$ cat src/hw/rtl/dsu32_pkg.sv
package dsu32_pkg;

  localparam int unsigned MaxDigits = 10;

  localparam logic [15:0] CharZero = 16'h0030;
  localparam logic [15:0] CharNine = 16'h0039;
  localparam logic [3:0]  CountSat = 4'd15;
  localparam logic [3:0]  CountMax = 4'(MaxDigits);

  typedef struct packed {
    logic [15:0] ch;
    logic        last;
  } in_beat_t;

  typedef struct packed {
    logic        ok;
    logic [31:0] value;
  } out_beat_t;

endpackage

$ cat src/hw/rtl/decimal_string_to_uint32_unit.sv
// channel | dir | valid     | stall     | payload
// --------+-----+-----------+-----------+---------------------------------
// in      | in  | in_valid  | in_stall  | in_data  (ch, last)
// out     | out | out_valid | out_stall | out_data (ok, value)
//
// One character per cycle while in_stall is low; a string's result appears in the
// cycle after its last character, from the single multiply-by-ten-and-add stage on accum.
// Reset (rst, synchronous) clears the running state and out_valid; out_data is not reset.
// in_stall rises only for a last character while the held result is stalled;
// other characters keep flowing since they produce no result.
module decimal_string_to_uint32_unit (
  input  logic                 clk,
  input  logic                 rst,
  input  logic                 in_valid,
  output logic                 in_stall,
  input  dsu32_pkg::in_beat_t  in_data,
  output logic                 out_valid,
  input  logic                 out_stall,
  output dsu32_pkg::out_beat_t out_data
);

  logic [31:0] accum;
  logic [3:0]  char_count;
  logic        bad_flag;

  logic [31:0] accum_next;
  logic [3:0]  char_count_next;
  logic        bad_flag_next;

  logic        in_fire;
  logic        out_fire;
  logic        is_digit;
  logic        is_first;
  logic        bad_pre;
  logic [35:0] prod;

  assign in_stall = out_valid && out_stall && in_data.last;
  assign in_fire  = in_valid && !in_stall;
  assign out_fire = out_valid && !out_stall;

  assign is_digit = (in_data.ch >= dsu32_pkg::CharZero) && (in_data.ch <= dsu32_pkg::CharNine);
  assign is_first = (char_count == 4'd0);

  // x*10 = x*8 + x*2, then add the digit
  assign prod = {1'b0, accum, 3'b000} + {3'b000, accum, 1'b0} + {32'd0, in_data.ch[3:0]};

  always_comb begin
    bad_pre = bad_flag
           || (char_count >= dsu32_pkg::CountMax)
           || !is_digit
           || (is_first && (in_data.ch == dsu32_pkg::CharZero) && !in_data.last);
    accum_next    = accum;
    bad_flag_next = bad_pre;
    if (!bad_pre) begin
      if (prod[35:32] != 4'd0) begin
        bad_flag_next = 1'b1;
      end else begin
        accum_next = prod[31:0];
      end
    end
    char_count_next = (char_count < dsu32_pkg::CountSat) ? char_count + 4'd1 : char_count;
  end

  always_ff @(posedge clk) begin
    if (rst) begin
      accum      <= '0;
      char_count <= '0;
      bad_flag   <= 1'b0;
    end else if (in_fire) begin
      if (in_data.last) begin
        accum      <= '0;
        char_count <= '0;
        bad_flag   <= 1'b0;
      end else begin
        accum      <= accum_next;
        char_count <= char_count_next;
        bad_flag   <= bad_flag_next;
      end
    end
  end

  always_ff @(posedge clk) begin
    if (rst) begin
      out_valid <= 1'b0;
    end else if (in_fire && in_data.last) begin
      out_valid <= 1'b1;
    end else if (out_fire) begin
      out_valid <= 1'b0;
    end
  end

  always_ff @(posedge clk) begin
    if (in_fire && in_data.last) begin
      out_data.ok    <= !bad_flag_next;
      out_data.value <= bad_flag_next ? 32'd0 : accum_next;
    end
  end

endmodule

$ cat config.mk
export PLATFORM = sky130hd
export DESIGN_NAME = decimal_string_to_uint32_unit
export DESIGN_NICKNAME = d
export VERILOG_FILES = /design/src/hw/rtl/dsu32_pkg.sv /design/src/hw/rtl/decimal_string_to_uint32_unit.sv
export SDC_FILE = /design/constraint.sdc
export NUM_CORES = 1
export LEC_CHECK = 0
export ABC_CLOCK_PERIOD_IN_PS = 6200
export BUFFER_PORTS_ARGS = -buffer_cell sky130_fd_sc_hd__buf_2
export CORE_ASPECT_RATIO = 2
export CORE_MARGIN = 4
export CORE_UTILIZATION = 25
export DETAILED_ROUTE_END_ITERATION = 16
export SYNTH_ARGS = -nofsm -noshare
export SYNTH_HDL_FRONTEND = slang
export SYNTH_SLANG_ARGS = --single-unit
$ cat constraint.sdc
create_clock -name clk -period 6.2 [get_ports clk]
set_clock_uncertainty 0.2 [all_clocks]
set_input_delay 1.24 -clock clk [delete_from_list [all_inputs] [get_ports clk]]
set_output_delay 1.24 -clock clk [all_outputs]
set_load 0.02 [all_outputs]
# Yosys cells after proc, flatten, opt, wreduce, memory -nomap -nowiden
# Cells that the tools add are included.
# word_totals
ff_bits,71
wordCells,45
out_inout_bits,35
# classes
n_eq_ne,1
mux,10
magnitude_cmp,4
reduce_logical,21
add_sub_neg,3
# op_table
op,count
$mux 32,3
$add 35x33->36,1
$add 36x4->36,1
$eq 16x6->1 const B,1
$ge 16x6->1 const B,1
$le 16x6->1 const B,1
$logic_and 1x1->1,8
$mux 4,2
$logic_not 1->1,5
$mux 1,5
$add 4x1->4 const B,1
$ge 4x4->1 const B,1
$logic_not 4->1,1
$lt 4x4->1 const B,1
$reduce_bool 2->1,2
$reduce_bool 4->1,1
$logic_or 1x1->1,3
$reduce_and 2->1,1

# Longest topological paths before layout
# logic_depth
word_depth,7
ltp_mapped,17

# Worst setup path before layout
# No wires, ideal clock.
# synth_path
path_type,input -> register
startpoint,input in_data[4] in the netlist's numbering
endpoint,register accum[12]
setup_ns,0.068
path_buffers,3
cell_stages,16
setup_slack_ns,1.397
arrival_ns,4.535
cell_sequence,inv_1 > fa_1 > fa_1 > nand2b_1 > a21o_1 > a211oi_1 > o21ai_1 > a21oi_1 > o22ai_2 > xnor2_1 > or4_1 > buf_2 > or2_1 > buf_6 > buf_6 > o2bb2ai_2
# synth_via
elab_chain_cells,7
word_cells_on_any_way,14
# synth_lines
element,line_no,text
start: declaration,decimal_string_to_uint32_unit.sv:16,"input dsu32_pkg::in_beat_t in_data,"
branches (longest 5 deep; another with $add 36x4->36),n/a,
$mux 32 *,decimal_string_to_uint32_unit.sv:54,if (!bad_pre) begin
$mux 32 *,decimal_string_to_uint32_unit.sv:70,if (in_data.last) begin
end signal: assignment,decimal_string_to_uint32_unit.sv:75,accum <= accum_next;
end: declaration,decimal_string_to_uint32_unit.sv:22,logic [31:0] accum;
# Every way passes the cells marked *.
# A chain may end at the register's enable or synchronous reset.

# Worst setup path after layout
# layout_path
startpoint,input in_data[4] in the netlist's numbering
endpoint,register accum[15]
# The elaborated chain is that of the path after synthesis.

==> results_dict.tcl <==
set metrics [dict create \
    synth_edf_count 33 \
    synth_area_leaders "edfxtp_1 21%, ha_1 17%, dfxtp_1 16%" \
    drcViolationCount 0 \
    final_core_util_pct 29.74 \
    grt_pass1_wl_um 19900 \
    endpoint_kind "register" \
    clock-sinks 71 \
    final_area_um2 5600 \
    cts_buffers 9 \
    hp-start "accum[5]" \
    die_h_um 203.8 \
    yosys_warnings 0 \
    grt_antenna_before_repair 0 \
    n_antenna_cell 0 \
    finalSetupTns_ns 0 \
    worst_hold_slack_ns 0.2940 \
    clk_pin_slew_ns 0.06 \
    cp_max_fo 18 \
    ctsLongestPathBuffers 2 \
    synth_top_area_share_pct 20.68 \
    numPortBuffers 55 \
    p_sw_share_pct 23.34 \
    slew_violations 0 \
    grt_max_degree 36 \
    totalWireLength_um 12110 \
    place_congestion 0.9072 \
    cap_viol_max_count 0 \
    busiest_layer "met2" \
    ctsHoldBuffers 0 \
    die_w_um 105.9 \
    synth_common_cells "66 x ha_1, 43 x a21oi_1, 38 x dfxtp_1" \
    htreeDepth 3 \
    yosysSeqAreaShare_pct 36.55 \
    grt_use_total_pct 11.78 \
    yosys.cell_count.top_type "ha_1" \
    drt_iter0_drc 155 \
    yosysTopAreaCell "edfxtp_1" \
    design.core.area_um2 18830 \
    synth_flop_cell "dfxtp_1" \
    synth_fp_nets 578 \
    setup.worst_path.start_class "input port" \
    fin_crit_sh_pct 86.16 \
    area.growth.synth_to_final_pct 16.87 \
    min_delay_path_depth 1 \
    r2r_end "accum[15]" \
    crit_type "in -> reg" \
    ys_async_sr_fraction_pct 0 \
    worstHoldPathType "reg -> reg" \
    rows 71 \
    first_global_vias 3987 \
    placed_area_um2 5310 \
    grt_setup_unrepaired "false" \
    crit_arrival_ns 5.41 \
    hold_path_end "accum[5]" \
    hold_violations 0 \
    p_comb_share_pct 5.1 \
    netSwitchingPower_w 0.0002471 \
    io_pins 56 \
    postCtsSetupRepairBufs 0 \
    p_leak_nw 2.489 \
    finalNetCount 627 \
    postCtsResizedCells 0 \
    r2r_slack_ns 1.48 \
    peakVddDrop_v 0.0001056 \
    grt-ovfl-total 0 \
    netlist_area_um2 4792 \
    drtPass1Iterations 4 \
    hpwlAfterDp_um 9866 \
    avgViaCountPerCell 4.803 \
    wl_per_cell_um 15.17 \
    fmax_ghz 0.1872 \
    synth-seq-cells 71 \
    postRouteAntennaNets 0 \
    tritoncts "yes" \
    p_seq_share_pct 47.4 \
    p_per_area_nw_per_um2 189.0 \
    dr_total_vias 3833 \
    status "completed" \
    tightestPinTransition_ns 1.027 \
    relSlewSlack_pct 31.53 \
    use_met3_pct 1.425 \
    cts_root_buf "clkbuf_16" \
    p_clk_share_pct 47.5 \
    timing.rr.start "accum[0]" \
    required_ns 6.26 \
    grt_use_met2_pct 23.06 \
    syn-mean-instance-area_um2 9.800 \
    finalSetupViolCount 0 \
    layout-drive-gt1-share_pct 16.57 \
    synthDistinctLibCells 52 \
    insertion_delay_ns 0.34 \
    syn_inst 489 \
    p_int_w 0.0008116 \
    start_util_pct 25.45 \
    dieArea_um2 21580 \
    met1_usage_pct 11.43 \
    reg2regPathDepth 14 \
    min_period_ns 5.342 \
]
[state kept, by name, indices dropped and copies added (netlist names)]
register	count
out_data	33
bad_flag	1
out_valid	1
char_count	4
accum	32
[cell usage in the layout, fill, tap and decap left out, types with 17 or more instances in the layout]
master | Yosys | routed
nor2_1 | 33 | 33
buf_2 | 12 | 55
xor2_1 | 17 | 17
a21oi_1 | 43 | 43
nand2_1 | 31 | 31
ha_1 | 66 | 66
o21ai_0 | 17 | 17
dfxtp_1 | 38 | 38
edfxtp_1 | 33 | 33
inv_1 | 20 | 20
[how the worst max path moves through the flow]
stage | start | endpoint | slack [ns] | cells past startpoint
after floorplan | in_data[4] | accum[12] | 1.40 | 16
after global placement | in_data[4] | accum[8] | 0.57 | 15
after detailed placement | in_data[4] | accum[3] | 0.48 | 15
after CTS | in_data[4] | accum[16] | 0.83 | 15
after global routing | in_data[4] | accum[8] | 0.50 | 15
final | in_data[4] | accum[15] | 0.86 | 15
[kinds of logic (layout without fill, tap and decap cells)]
logic type | after synthesis | count (layout) | share of synthesized area, %
AO/OA/AOI/OAI | 146 | 146 | 22.19
XOR/XNOR | 31 | 31 | 5.666
adder cells (fa/ha/maj) | 68 | 68 | 18.07
buffers and inverters | 40 | 94 | 3.786
flip-flops | 71 | 71 | 36.55
AND/OR/NAND/NOR | 133 | 133 | 13.73
[metrics by stage]
step,total power [W],cells,setup slack (ns)
6_report,0.001059,798,0.8581
5_1_grt,0.001092,798,0.5028
4_1_cts,0.001070,798,0.8264
3_5_place_dp,0.0005675,782,0.4842
3_3_place_gp,0.0005672,782,0.5691
2_1_floorplan,0.0005438,489,1.397
[critical path, stage by stage]
cell and delay [ns]:
buf_2 0.10, inv_1 0.06, fa_1 0.59, inv_1 0.06, ha_1 0.30, a211oi_1 0.21, o21bai_1 0.14, o22ai_2 0.26
o211ai_1 0.22, nor2_1 0.23, o22a_1 0.21, o21ai_1 0.06, or4_1 0.74, or2_1 0.71, o2bb2ai_2 0.27
[final cells by class]
type                            count  area, um2
Fill cell                        2047      13230
Inverter                           20      75.07
Sequential cell                    71       1752
Clock buffer                       10      250.2
Multi-Input combinational cell    378       2867
Tap cell                          255      319.1
Timing Repair Buffer               58      297.8
Clock inverter                      6      40.04
[power groups by stage]
stage	Clock (W)	Sequential, W	Combinational [W]
floorplan	0	0.000525	0.0000187
global placement	0	0.000513	0.0000545
detailed placement	0	0.000513	0.0000550
CTS	0.000512	0.000502	0.0000551
global route	0.000530	0.000503	0.0000591
finish	0.000503	0.000502	0.0000538
[metal layers]
layer  wire length, um  vias up
li1                  -     1918
met3               347       26
met4               517        0
met5                 0        -
met1              4297     1808
met2              6945       81
(Power assumes the default switching activity.)
